File: src/ffst_pkg.sv
// ----------------------------------------------------------------------------
// ffst_pkg
// Types and constants shared by the frame fragment sequence tracker.
// ----------------------------------------------------------------------------
package ffst_pkg;

    // Largest fragment count a frame may announce.
    localparam logic [15:0] MAX_FRAME_FRAGMENTS = 16'd65535;

    // Result status codes.
    typedef enum logic [2:0] {
        ST_OLD_FRAME = 3'd0,
        ST_OLD_FRAG  = 3'd1,
        ST_ACCEPTED  = 3'd2,
        ST_COMPLETE  = 3'd3,
        ST_REJECTED  = 3'd4
    } status_t;

    // Reassembly state of the back end.
    typedef enum logic {
        TRK_IDLE,
        TRK_IN_FRAME
    } trk_state_t;

    // One received fragment header.
    typedef struct packed {
        logic [30:0] frame_number;
        logic [30:0] sequence_number;
        logic [15:0] fragments_in_frame;
        logic [30:0] frame_timestamp;
        logic [15:0] payload_bytes;
    } frag_t;

    // One result beat.
    typedef struct packed {
        status_t     status;
        logic [30:0] result_frame;
        logic [31:0] frame_bytes;
        logic [30:0] result_timestamp;
    } result_t;

endpackage

File: src/ffst_front.sv
// ----------------------------------------------------------------------------
// ffst_front
// Input stage: takes fragment beats, clamps the fragment count and holds the
// beat until the queue takes it.
// ----------------------------------------------------------------------------
module ffst_front (
    input  logic           clk,
    input  logic           rst_n,
    input  ffst_pkg::frag_t frag,
    input  logic           frag_valid,
    output logic           frag_ready,
    output ffst_pkg::frag_t front_item,
    output logic           front_valid,
    input  logic           front_ready
);
    import ffst_pkg::*;

    frag_t front_item_reg;
    frag_t front_item_next;
    logic  front_valid_reg;
    logic  front_valid_next;

    // The stage refills whenever it is empty or its beat leaves this cycle.
    assign frag_ready = !front_valid_reg || front_ready;

    // Clamp the announced fragment count into its legal range.
    always_comb
    begin
        front_item_next = front_item_reg;
        front_valid_next = front_valid_reg && !front_ready;
        if (frag_valid && frag_ready)
        begin
            front_item_next = frag;
            if (frag.fragments_in_frame == 16'd0)
            begin
                front_item_next.fragments_in_frame = 16'd1;
            end
            else if (frag.fragments_in_frame > MAX_FRAME_FRAGMENTS)
            begin
                front_item_next.fragments_in_frame = MAX_FRAME_FRAGMENTS;
            end
            front_valid_next = 1'b1;
        end
    end

    // Valid flag is control state and resets; the payload does not.
    always_ff @(posedge clk or negedge rst_n)
    begin
        if (!rst_n)
        begin
            front_valid_reg <= 1'b0;
        end
        else
        begin
            front_valid_reg <= front_valid_next;
        end
    end

    always_ff @(posedge clk)
    begin
        front_item_reg <= front_item_next;
    end

    assign front_item = front_item_reg;
    assign front_valid = front_valid_reg;

endmodule

File: src/ffst_queue.sv
// ----------------------------------------------------------------------------
// ffst_queue
// Two-entry queue between the front and back ends so that each side can
// stall on its own.
// ----------------------------------------------------------------------------
module ffst_queue (
    input  logic            clk,
    input  logic            rst_n,
    input  ffst_pkg::frag_t push_item,
    input  logic            push_valid,
    output logic            push_ready,
    output ffst_pkg::frag_t pop_item,
    output logic            pop_valid,
    input  logic            pop_ready
);
    import ffst_pkg::*;

    frag_t       entry_reg [2];
    logic        wr_ptr_reg;
    logic        wr_ptr_next;
    logic        rd_ptr_reg;
    logic        rd_ptr_next;
    logic [1:0]  count_reg;
    logic [1:0]  count_next;
    logic        do_push;
    logic        do_pop;

    assign push_ready = (count_reg != 2'd2);
    assign pop_valid  = (count_reg != 2'd0);
    assign pop_item   = entry_reg[rd_ptr_reg];
    assign do_push    = push_valid && push_ready;
    assign do_pop     = pop_valid && pop_ready;

    // Pointer and fill count update.
    always_comb
    begin
        wr_ptr_next = do_push ? !wr_ptr_reg : wr_ptr_reg;
        rd_ptr_next = do_pop ? !rd_ptr_reg : rd_ptr_reg;
        count_next  = count_reg;
        if (do_push && !do_pop)
        begin
            count_next = count_reg + 2'd1;
        end
        else if (do_pop && !do_push)
        begin
            count_next = count_reg - 2'd1;
        end
    end

    always_ff @(posedge clk or negedge rst_n)
    begin
        if (!rst_n)
        begin
            wr_ptr_reg <= 1'b0;
            rd_ptr_reg <= 1'b0;
            count_reg  <= 2'd0;
        end
        else
        begin
            wr_ptr_reg <= wr_ptr_next;
            rd_ptr_reg <= rd_ptr_next;
            count_reg  <= count_next;
        end
    end

    // Entry storage.
    always_ff @(posedge clk)
    begin
        if (do_push)
        begin
            entry_reg[wr_ptr_reg] <= push_item;
        end
    end

endmodule

File: src/ffst_back.sv
// ----------------------------------------------------------------------------
// ffst_back
// Reassembly engine: applies each fragment to the frame state and registers
// one result beat per fragment.
// ----------------------------------------------------------------------------
module ffst_back (
    input  logic              clk,
    input  logic              rst_n,
    input  ffst_pkg::frag_t   head,
    input  logic              head_valid,
    output logic              head_ready,
    output ffst_pkg::result_t result,
    output logic              result_valid,
    input  logic              result_ready
);
    import ffst_pkg::*;

    trk_state_t  state_reg;
    trk_state_t  state_next;
    logic [30:0] exp_seq_reg;
    logic [30:0] exp_seq_next;
    logic [30:0] latest_reg;
    logic [30:0] latest_next;
    logic [15:0] frag_exp_reg;
    logic [15:0] frag_exp_next;
    logic [15:0] frag_rcv_reg;
    logic [15:0] frag_rcv_next;
    logic [31:0] bytes_reg;
    logic [31:0] bytes_next;
    logic [30:0] ts_reg;
    logic [30:0] ts_next;
    result_t     result_reg;
    result_t     result_next;
    logic        result_valid_reg;
    logic        result_valid_next;

    logic        pop;
    logic        is_newer;
    logic        seq_old;
    logic        seq_ahead;
    logic        opens_single;
    logic [32:0] bytes_sum;
    logic [31:0] bytes_sat;
    logic [15:0] rcv_inc;
    logic        last_frag;

    // A fragment is taken when the result register is free or draining.
    assign pop        = head_valid && (!result_valid_reg || result_ready);
    assign head_ready = !result_valid_reg || result_ready;

    // Shared compares and the saturating byte add.
    assign is_newer     = head.frame_number > latest_reg;
    assign seq_old      = head.sequence_number < exp_seq_reg;
    assign seq_ahead    = head.sequence_number > exp_seq_reg;
    assign opens_single = head.fragments_in_frame == 16'd1;
    assign bytes_sum    = {1'b0, bytes_reg} + {17'd0, head.payload_bytes};
    assign bytes_sat    = bytes_sum[32] ? 32'hFFFF_FFFF : bytes_sum[31:0];
    assign rcv_inc      = frag_rcv_reg + 16'd1;
    assign last_frag    = rcv_inc >= frag_exp_reg;

    // Next reassembly state.
    always_comb
    begin
        state_next = state_reg;
        if (pop)
        begin
            case (state_reg)
                TRK_IDLE:
                begin
                    if (is_newer && !opens_single)
                    begin
                        state_next = TRK_IN_FRAME;
                    end
                end
                TRK_IN_FRAME:
                begin
                    if (seq_ahead || (!seq_old && last_frag))
                    begin
                        state_next = TRK_IDLE;
                    end
                end
                default:
                begin
                    state_next = TRK_IDLE;
                end
            endcase
        end
    end

    // Frame bookkeeping and the result beat.
    always_comb
    begin
        exp_seq_next      = exp_seq_reg;
        latest_next       = latest_reg;
        frag_exp_next     = frag_exp_reg;
        frag_rcv_next     = frag_rcv_reg;
        bytes_next        = bytes_reg;
        ts_next           = ts_reg;
        result_next       = result_reg;
        result_valid_next = result_valid_reg && !result_ready;
        if (pop)
        begin
            result_valid_next = 1'b1;
            case (state_reg)
                TRK_IDLE:
                begin
                    if (!is_newer)
                    begin
                        result_next.status           = ST_OLD_FRAME;
                        result_next.result_frame     = latest_reg;
                        result_next.frame_bytes      = 32'd0;
                        result_next.result_timestamp = 31'd0;
                    end
                    else
                    begin
                        // Opening fragment counts as the first one received.
                        frag_exp_next = head.fragments_in_frame;
                        frag_rcv_next = 16'd1;
                        ts_next       = head.frame_timestamp;
                        latest_next   = head.frame_number;
                        exp_seq_next  = head.sequence_number + 31'd1;
                        bytes_next    = {16'd0, head.payload_bytes};
                        result_next.status           = opens_single ? ST_COMPLETE
                                                                    : ST_ACCEPTED;
                        result_next.result_frame     = head.frame_number;
                        result_next.frame_bytes      = {16'd0, head.payload_bytes};
                        result_next.result_timestamp = head.frame_timestamp;
                    end
                end
                TRK_IN_FRAME:
                begin
                    if (seq_old)
                    begin
                        result_next.status           = ST_OLD_FRAG;
                        result_next.result_frame     = latest_reg;
                        result_next.frame_bytes      = bytes_reg;
                        result_next.result_timestamp = ts_reg;
                    end
                    else if (seq_ahead)
                    begin
                        // The skipping sender's frame number becomes the latest frame.
                        latest_next = head.frame_number;
                        result_next.status           = ST_REJECTED;
                        result_next.result_frame     = latest_reg;
                        result_next.frame_bytes      = bytes_reg;
                        result_next.result_timestamp = ts_reg;
                    end
                    else
                    begin
                        bytes_next    = bytes_sat;
                        frag_rcv_next = rcv_inc;
                        exp_seq_next  = exp_seq_reg + 31'd1;
                        result_next.status           = last_frag ? ST_COMPLETE
                                                                 : ST_ACCEPTED;
                        result_next.result_frame     = latest_reg;
                        result_next.frame_bytes      = bytes_sat;
                        result_next.result_timestamp = ts_reg;
                    end
                end
                default:
                begin
                    result_next = result_reg;
                end
            endcase
        end
    end

    always_ff @(posedge clk or negedge rst_n)
    begin
        if (!rst_n)
        begin
            state_reg        <= TRK_IDLE;
            exp_seq_reg      <= 31'd0;
            latest_reg       <= 31'd0;
            frag_exp_reg     <= 16'd0;
            frag_rcv_reg     <= 16'd0;
            bytes_reg        <= 32'd0;
            ts_reg           <= 31'd0;
            result_valid_reg <= 1'b0;
        end
        else
        begin
            state_reg        <= state_next;
            exp_seq_reg      <= exp_seq_next;
            latest_reg       <= latest_next;
            frag_exp_reg     <= frag_exp_next;
            frag_rcv_reg     <= frag_rcv_next;
            bytes_reg        <= bytes_next;
            ts_reg           <= ts_next;
            result_valid_reg <= result_valid_next;
        end
    end

    always_ff @(posedge clk)
    begin
        result_reg <= result_next;
    end

    assign result       = result_reg;
    assign result_valid = result_valid_reg;

endmodule

File: src/frame_fragment_sequence_tracker.sv
// ----------------------------------------------------------------------------
// frame_fragment_sequence_tracker
// Tracks reassembly of multi-fragment frames from received fragment headers.
// ----------------------------------------------------------------------------
// Usage:
//   The frag channel takes one fragment header per beat (frag_valid and
//   frag_ready). The result channel returns exactly one status beat per
//   fragment, in order (result_valid and result_ready).
//   A fragment passes an input register, a two-entry queue and the
//   reassembly engine, whose result register holds its status beat.
//   Throughput is one fragment per cycle while result_ready is high; the engine
//   decides each fragment with a few compares and one 32-bit saturating add.
//   When result_ready is low, the result register holds its beat, the queue
//   fills, and frag_ready drops once the input register and the queue are
//   full; at most four fragments are in flight. Nothing is lost or repeated.
//   Reset (rst_n low, asynchronous) empties all stages, drops any pending
//   results and returns the engine to idle with the latest frame at zero.
// ----------------------------------------------------------------------------
module frame_fragment_sequence_tracker (
    input  logic              clk,
    input  logic              rst_n,
    input  ffst_pkg::frag_t   frag,
    input  logic              frag_valid,
    output logic              frag_ready,
    output ffst_pkg::result_t result,
    output logic              result_valid,
    input  logic              result_ready
);
    import ffst_pkg::*;

    frag_t front_item;
    logic  front_valid;
    logic  front_ready;
    frag_t head;
    logic  head_valid;
    logic  head_ready;

    // Input register and count clamp.
    ffst_front u_front (
        .clk         (clk),
        .rst_n       (rst_n),
        .frag        (frag),
        .frag_valid  (frag_valid),
        .frag_ready  (frag_ready),
        .front_item  (front_item),
        .front_valid (front_valid),
        .front_ready (front_ready)
    );

    // Decoupling queue.
    ffst_queue u_queue (
        .clk        (clk),
        .rst_n      (rst_n),
        .push_item  (front_item),
        .push_valid (front_valid),
        .push_ready (front_ready),
        .pop_item   (head),
        .pop_valid  (head_valid),
        .pop_ready  (head_ready)
    );

    // Reassembly engine and result register.
    ffst_back u_back (
        .clk          (clk),
        .rst_n        (rst_n),
        .head         (head),
        .head_valid   (head_valid),
        .head_ready   (head_ready),
        .result       (result),
        .result_valid (result_valid),
        .result_ready (result_ready)
    );

endmodule

File: config.mk
export PLATFORM = sky130hd
export DESIGN_NAME = frame_fragment_sequence_tracker
export DESIGN_NICKNAME = d
export VERILOG_FILES = /design/src/ffst_pkg.sv /design/src/ffst_front.sv /design/src/ffst_queue.sv /design/src/ffst_back.sv /design/src/frame_fragment_sequence_tracker.sv
export SDC_FILE = /design/constraint.sdc
export NUM_CORES = 1
export LEC_CHECK = 0
export ABC_AREA = 0
export CAP_MARGIN = 20
export CORE_AREA = 4 4 233 235
export CTS_BUF_LIST = sky130_fd_sc_hd__clkbuf_4 sky130_fd_sc_hd__clkbuf_8
export DETAILED_ROUTE_END_ITERATION = 10
export DIE_AREA = 0 0 237 239
export DONT_BUFFER_PORTS = 1
export GPL_ROUTABILITY_DRIVEN = 0
export GPL_TIMING_DRIVEN = 0
export PLACE_DENSITY = 0.74
export SLEW_MARGIN = 10
export SYNTH_ARGS = -nofsm -noshare
export SYNTH_HDL_FRONTEND = slang
export SYNTH_HIERARCHICAL = 1
export SYNTH_SLANG_ARGS = --single-unit
File: constraint.sdc
create_clock -name clk -period 8.5 [get_ports clk]
set_input_delay 1.7 -clock clk [delete_from_list [all_inputs] [get_ports clk]]
set_output_delay 1.7 -clock clk [all_outputs]
set_load 0.02 [all_outputs]
---- After elaboration in Yosys (flattened, before gate mapping) ----
Memories as Yosys holds them, arrays and structs flattened.
Cells that the tools add are included.
operators by class
  $add $sub $neg .......................... 6
  magnitude comparators ................... 5
  equal/unequal tests ..................... 6
  multiplexer cells ....................... 33
  bitwise logic cells ..................... 1
  reductions and logical operators ........ 29
operators by type and width
  kind                                                                    number
  97-bit 2-to-1 mux                                                       3
  97-bit case mux with 2 select lines                                     1
  31-bit 2-to-1 mux                                                       6
  32-bit 2-to-1 mux                                                       4
  31-bit case mux with 2 select lines                                     2
  16-bit 2-to-1 mux                                                       4
  32-bit case mux with 2 select lines                                     1
  31-bit by 1-bit adder with 31-bit output, second input constant         2
  31-bit greater-than comparator                                          2
  32-bit by 16-bit adder with 33-bit output                               1
  16-bit case mux with 2 select lines                                     1
  31-bit less-than comparator                                             1
  16-bit by 1-bit adder with 16-bit output, second input constant         1
  16-bit by 1-bit equality test with 1-bit output, second input constant  1
  16-bit >= comparator                                                    1
  16-bit greater-than comparator, second input constant                   1
  16-bit zero test                                                        1
  1-bit zero test                                                         10
  1-bit logical AND                                                       9
  1-bit 2-to-1 mux                                                        8
  2-bit inequality test, second input constant                            4
  4-bit AND reduction                                                     2
  2-bit 2-to-1 mux                                                        2
  2-bit nonzero test                                                      2
  8 further kinds                                                         10
storage, ports and cells
  register bits ........................... 386
  memory bits (writable) .................. 250
  input bits .............................. 129
  output and inout bits ................... 99
  logic and storage cells ................. 103
  memories kept ........................... 1
memory list
  memory             words  width  rd ports  clocked after memory_dff  wr ports  line              RTL
  u_queue.entry_reg  2      125    1         0                         1         ffst_queue.sv:18  frag_t entry_reg [2];

---- Logic depth before layout (Yosys ltp) ----
An unclocked memory read counts as a cell.
  depth after elaboration ................. 7
  depth in mapped cells ................... 18
  depth with buffers taken out ............ 14

---- Modules after synthesis ----
The synthesis kept the hierarchy.
modules (own cells, without submodules)
  module      times used  cells an instance  area each (sq um)  seq. area each (sq um)
  ffst_back   1           1579               15262.1            6891.6
  ffst_queue  1           407                9366.5             7607.3
  ffst_front  1           149                3887.5             3778.6

---- Worst setup path after synthesis ----
Ideal clock, no wire load.
  kind .................................... reg-to-reg
  from .................................... reg u_queue.count_reg[0]
  to ...................................... mem u_queue/entry_reg[0][0] (netlist name), enable pin
  library setup time ...................... 0.610 ns
  arrival ................................. 5.809 ns
  data required time ...................... 7.890 ns
  path slack .............................. 2.081 ns
  cell stages (with the launch flop) ...... 4
  buffers on the path ..................... 0
  period minus slack after synthesis ...... 6.419 ns
  path through ............................ dfrtp_1 -> nand2b_1 -> nand2_1 -> nor2_1
on the way
  cells in the longest elaborated chain, start to end .. 4
RTL lines
  what                                    line                                   RTL
  start: declaration                      ffst_queue.sv:23                       logic [1:0] count_reg;
  start signal: assignment                ffst_queue.sv:62                       count_reg <= count_next;
  2-bit inequality test                   ffst_queue.sv:28                       assign push_ready = (count_reg != 2'd2);
  net front_ready                         frame_fragment_sequence_tracker.sv:33  logic front_ready;
  1-bit logical AND                       ffst_queue.sv:31                       assign do_push = push_valid && push_ready;
  1-bit 2-to-1 mux                        ffst_queue.sv:69                       if (do_push)
  1-bit 2-to-1 mux (implied by the code)  ffst_queue.sv:71                       entry_reg[wr_ptr_reg] <= push_item;
  end: declaration                        ffst_queue.sv:18
The timed path passes the listed nets, and every way through them passes these cells.

---- Final worst setup path ----
  from .................................... reg u_back.state_reg
  to ...................................... reg u_back.exp_seq_reg[26]
on the way
  cells in the longest elaborated chain, start to end .. 3
  elaborated cells between the ends (all ways) .. 6
  those cells by class .................... eq/ne (3); mux (1); bitwise (1); reduce/logical (1)
RTL lines
  what                                                        line              RTL
  start: declaration                                          ffst_back.sv:18   trk_state_t state_reg;
  start signal: assignment                                    ffst_back.sv:183  state_reg <= state_next;
  1-bit NOT (no line)                                         --
  2-bit by 1-bit inequality test with 1-bit output (no line)  --
  4-bit AND reduction (no line)                               --
  end signal: assignment                                      ffst_back.sv:184  exp_seq_reg <= exp_seq_next;
  end: declaration                                            ffst_back.sv:20   logic [30:0] exp_seq_reg;
Parallel ways exist; a longest one is shown, timed or not.
A chain may end at the register's enable or synchronous reset.

==> flow_results.org <==
** Status
- Run status :: finished, final reports clean

** Synth
- The number of different library cells used by synthesis comes to 93.
- Cell area after synthesis :: 0.0285 mm2
- After synthesis, the cell types taking the most area are sky130_fd_sc_hd__edfxtp_1 50%, sky130_fd_sc_hd__dfrtp_1 14%, sky130_fd_sc_hd__ha_1 4.3%, sky130_fd_sc_hd__mux2_2 3.8%, sky130_fd_sc_hd__mux2_4 3.7%.
- Yosys warning count :: 6
- Post-synthesis sequential element count :: 636
- Fraction of registers with async set or reset after synthesis :: 0.258
- Of the synthesized area, sequential elements account for 0.641.
- Mapped Nets :: 2362
- Number of standard cells after synthesis :: 2135
- Number of enable flip-flop cells after synthesis :: 472
- Average size of a mapped cell :: 13.4 um2
- Biggest area consumer among synthesized cells :: sky130_fd_sc_hd__edfxtp_1
- Fraction of post-synthesis cell area in the top cell type by area :: 0.497
- Most frequently used flop master after synthesis :: sky130_fd_sc_hd__edfxtp_1

** Global route
- Via count of the first global-routing pass :: 18513
- The first global-routing pass estimated 105 mm of wire.
- Largest net degree at the start of global routing :: 165
- Antenna violations before repair :: 8
- Global-route usage over all layers :: 0.237
- For this run the aggregate overflow at the end of global routing stands at 0.

** Timing
- Between clock sinks in the finished design, the worst skew comes to 40.6 ps.
- Fin Hold WS :: 435 ps
- Slew HR :: 0.411
- The final number of max-transition violations was 0.
- The number of endpoints with negative hold slack in the final report was 0.
- Final setup viols :: 0
- The smallest clock period supported by the final layout is computed as 4740 ps.
- Derived from the worst setup path, the maximum achievable clock frequency is 211 MHz.
- Unrepaired setup endpoints after global routing :: no
- For the pin with the worst max-slew slack, the measured transition is 883 ps.
- Part of the cycle the worst path needs :: 0.558
- In the final timing run, aggregate negative setup slack is 0 ps.
- Worst setup margin :: 3760 ps

** Layout
- The library cell used most frequently in the layout, excluding fill and tap cells, is sky130_fd_sc_hd__edfxtp_1.
- Relative to the synthesized area, the layout overhead comes to 11.9%.
- Reg area :: 0.0183 mm2
- For this run, the post-layout net count is 2476.
- In the layout the commonest cells are 472 x sky130_fd_sc_hd__edfxtp_1, 277 x sky130_fd_sc_hd__nand2_1, 164 x sky130_fd_sc_hd__dfrtp_1.
- At the end of the flow the core is filled with cells to 0.611.
- Of the cells placed in the final design, the portion with a size suffix greater than 1 is 0.193.
- Footprint of the multi-input gates :: 0.00931 mm2
- Number of filler cells placed in the layout :: 3950
- Number of flip-flops under the largest register name :: 250

** Power and ir drop
- Of the total power, registers draw 0.397.
- Internal power :: 8.35 mW
- The share of total power dissipated in the clock network is 0.207.
- For this design the total switching power over the nets is 5.29 mW.
- Of the total power, combinational logic draws 0.396.
- Pwr per Cell Area :: 427 mW/mm2
- Of the total power, the share spent switching nets is 0.388.
- Summed over all cells, the static leakage comes to 12.6 nW.
- VDD sags by at most 0.283 mV.

** Routing
- Overall routed net length :: 68.2 mm
- The detail route stage leaves a number of antenna-violating nets equal to 0.
- The routed layout has 18058 vias.
- The first detailed-routing pass ran for 8 iterations.
- Routed wirelength normalized by instance count :: 22.5 um
- After detailed routing, the number of remaining DRC violations is 0.
- Initial DRC count :: 1542
- In the routed layout, each cell is associated on average with a via count of 5.96.

** Hold path
- Startpoint of the lowest-slack hold path :: u_front/front_item[0]
- The min-delay analysis places its worst path in the category flop to flop.

** Clocking
- TritonCTS built the clock tree.
- Buffers inserted during post-CTS setup optimization :: 0
- Clock-pin transition on the worst setup and hold timing paths :: 70 ps
- Post-CTS Hold Buffers :: 0
- Total clock buffers created by CTS :: 101
- Count of cells resized by post-cts repair :: 0
- Number of H-tree levels :: 3
- The longest clock path from root to sink contains 3 buffers.
- Number of sinks handled by clock tree synthesis :: 636
- Clock tree synthesis selected as its root buffer the cell sky130_fd_sc_hd__clkbuf_8.
- The clock reaches the later pin of the worst-skew pair after 710 ps.

** Die
- Number of standard-cell rows in the floorplan :: 84
- Core region area :: 0.0522 mm2
- Die Width :: 237 um
- Boundary Pins :: 228
- Height of the die :: 239 um
- Initial Util :: 0.546
- The die covers 0.0566 mm2.

** Worst setup path
- Endpoint class of the critical path :: flop
- The setup check on the worst reg-to-reg path leaves a slack of 3760 ps.
- Worst setup path category :: flop to flop
- Along the worst path, the maximum fanout reaches 10.
- Worst reg2reg path startpoint :: u_back/state_reg
- Data on the critical path arrives at its endpoint at 5310 ps.
- The worst setup path is launched from a flop.
- The critical path starts at u_back/state_reg.
- Critical path data required time :: 9070 ps

** Placement
- Input and output buffers added on the ports amount to 0.
- At the placement stage, the worst setup path has a slack of 3940 ps.
- The wire-length estimate of the detail-placed layout is 46.5 mm.

** Run
- Across the run, the number of max-cap violations was 0.
-- routing by layer --
| layer | GRT usage | wire length, um | up-vias |
|---|---|---|---|
| met5 | 0 | 24 | - |
| li1 | - | - | 8180 |
| met4 | 0.0918 | 2090 | 4 |
| met3 | 0.0555 | 5490 | 158 |
| met2 | 0.388 | 33100 | 804 |
| met1 | 0.310 | 27500 | 8912 |
-- worst max-delay path, stage by stage, from the launching register on --
cell and delay (ps):
sky130_fd_sc_hd__dfrtp_1 340, sky130_fd_sc_hd__buf_6 160, sky130_fd_sc_hd__buf_12 140, sky130_fd_sc_hd__buf_8 160, sky130_fd_sc_hd__buf_2 320, sky130_fd_sc_hd__buf_4 270
sky130_fd_sc_hd__buf_2 310, sky130_fd_sc_hd__buf_1 690, sky130_fd_sc_hd__mux2_2 290, sky130_fd_sc_hd__ha_1 250, sky130_fd_sc_hd__nand4b_1 150, sky130_fd_sc_hd__a21oi_1 320
sky130_fd_sc_hd__and2_4 220, sky130_fd_sc_hd__nand3_4 140, sky130_fd_sc_hd__nor3_1 400, sky130_fd_sc_hd__o2111ai_1 190, sky130_fd_sc_hd__o21ai_0 140, sky130_fd_sc_hd__a21oi_1 100
-- worst paths after layout --
check | to | cells past startpoint
max in group asynchronous | u_back/latest_reg[27] | 0
min in group asynchronous | u_back/latest_reg[9] | 0
max reg2reg | u_back/exp_seq_reg[26] | 17
max | u_back/exp_seq_reg[26] | 17
min reg2reg | u_queue/entry_reg[1][0] | 0
min | u_queue/entry_reg[1][0] | 0
-- stage by stage --
| stage | power [mW] | instance area [um2] | instances |
|---|---|---|---|
| after floorplan | 9.18 | 28500 | 2135 |
| after global placement | 10.6 | 29400 | 2823 |
| after detailed placement | 10.8 | 29700 | 2834 |
| after CTS | 13.7 | 31900 | 3024 |
| after global routing | 14.4 | 31900 | 3027 |
| final | 13.6 | 31900 | 3028 |
-- logic make-up (layout without fill, tap and decap cells) --
| kind of cell | Yosys count | after routing | share of synthesized area |
|---|---|---|---|
| other | 0 | 4 | 0 |
| adder cells (fa/ha/maj) | 98 | 98 | 0.0433 |
| AND/OR/NAND/NOR | 536 | 536 | 0.0874 |
| buffers and inverters | 201 | 402 | 0.0331 |
| flip-flops | 636 | 636 | 0.641 |
| XOR/XNOR | 59 | 59 | 0.0181 |
| AO/OA/AOI/OAI | 432 | 432 | 0.0999 |
| multiplexers | 173 | 173 | 0.0772 |
-- Yosys cell counts, types with 28 or more instances --
cell                       count
sky130_fd_sc_hd__dfrtp_1     164
sky130_fd_sc_hd__clkbuf_1     40
sky130_fd_sc_hd__mux2_4       70
sky130_fd_sc_hd__nand4_1      28
sky130_fd_sc_hd__a21oi_1     104
sky130_fd_sc_hd__nor2_1       76
sky130_fd_sc_hd__a22o_1       33
sky130_fd_sc_hd__o21ai_0     122
sky130_fd_sc_hd__ha_1         97
sky130_fd_sc_hd__inv_1        91
sky130_fd_sc_hd__nand3_1      59
sky130_fd_sc_hd__buf_2        43
sky130_fd_sc_hd__xor2_1       32
sky130_fd_sc_hd__nand2_1     277
sky130_fd_sc_hd__mux2_2       96
sky130_fd_sc_hd__edfxtp_1    472
-- power groups by stage --
stage,Combinational (mW),Sequential [mW],Clock [mW]
final,5.40,5.42,2.83
after global routing,5.88,5.51,3.05
after CTS,5.35,5.43,2.90
after detailed placement,5.31,5.47,0
after global placement,5.02,5.59,0
after floorplan,3.79,5.39,0
-- area by class of cell --
type	instances	area share
Sequential cell	636	0.573
Multi-Input combinational cell	1298	0.292
Clock buffer	141	0.0545
Tap cell	688	0.0270
Buffer	108	0.0188
Clock inverter	49	0.0158
Inverter	93	0.0109
Timing Repair Buffer	11	0.00831
Antenna cell	4	0.000314
Power figures use the tool's default switching activity.
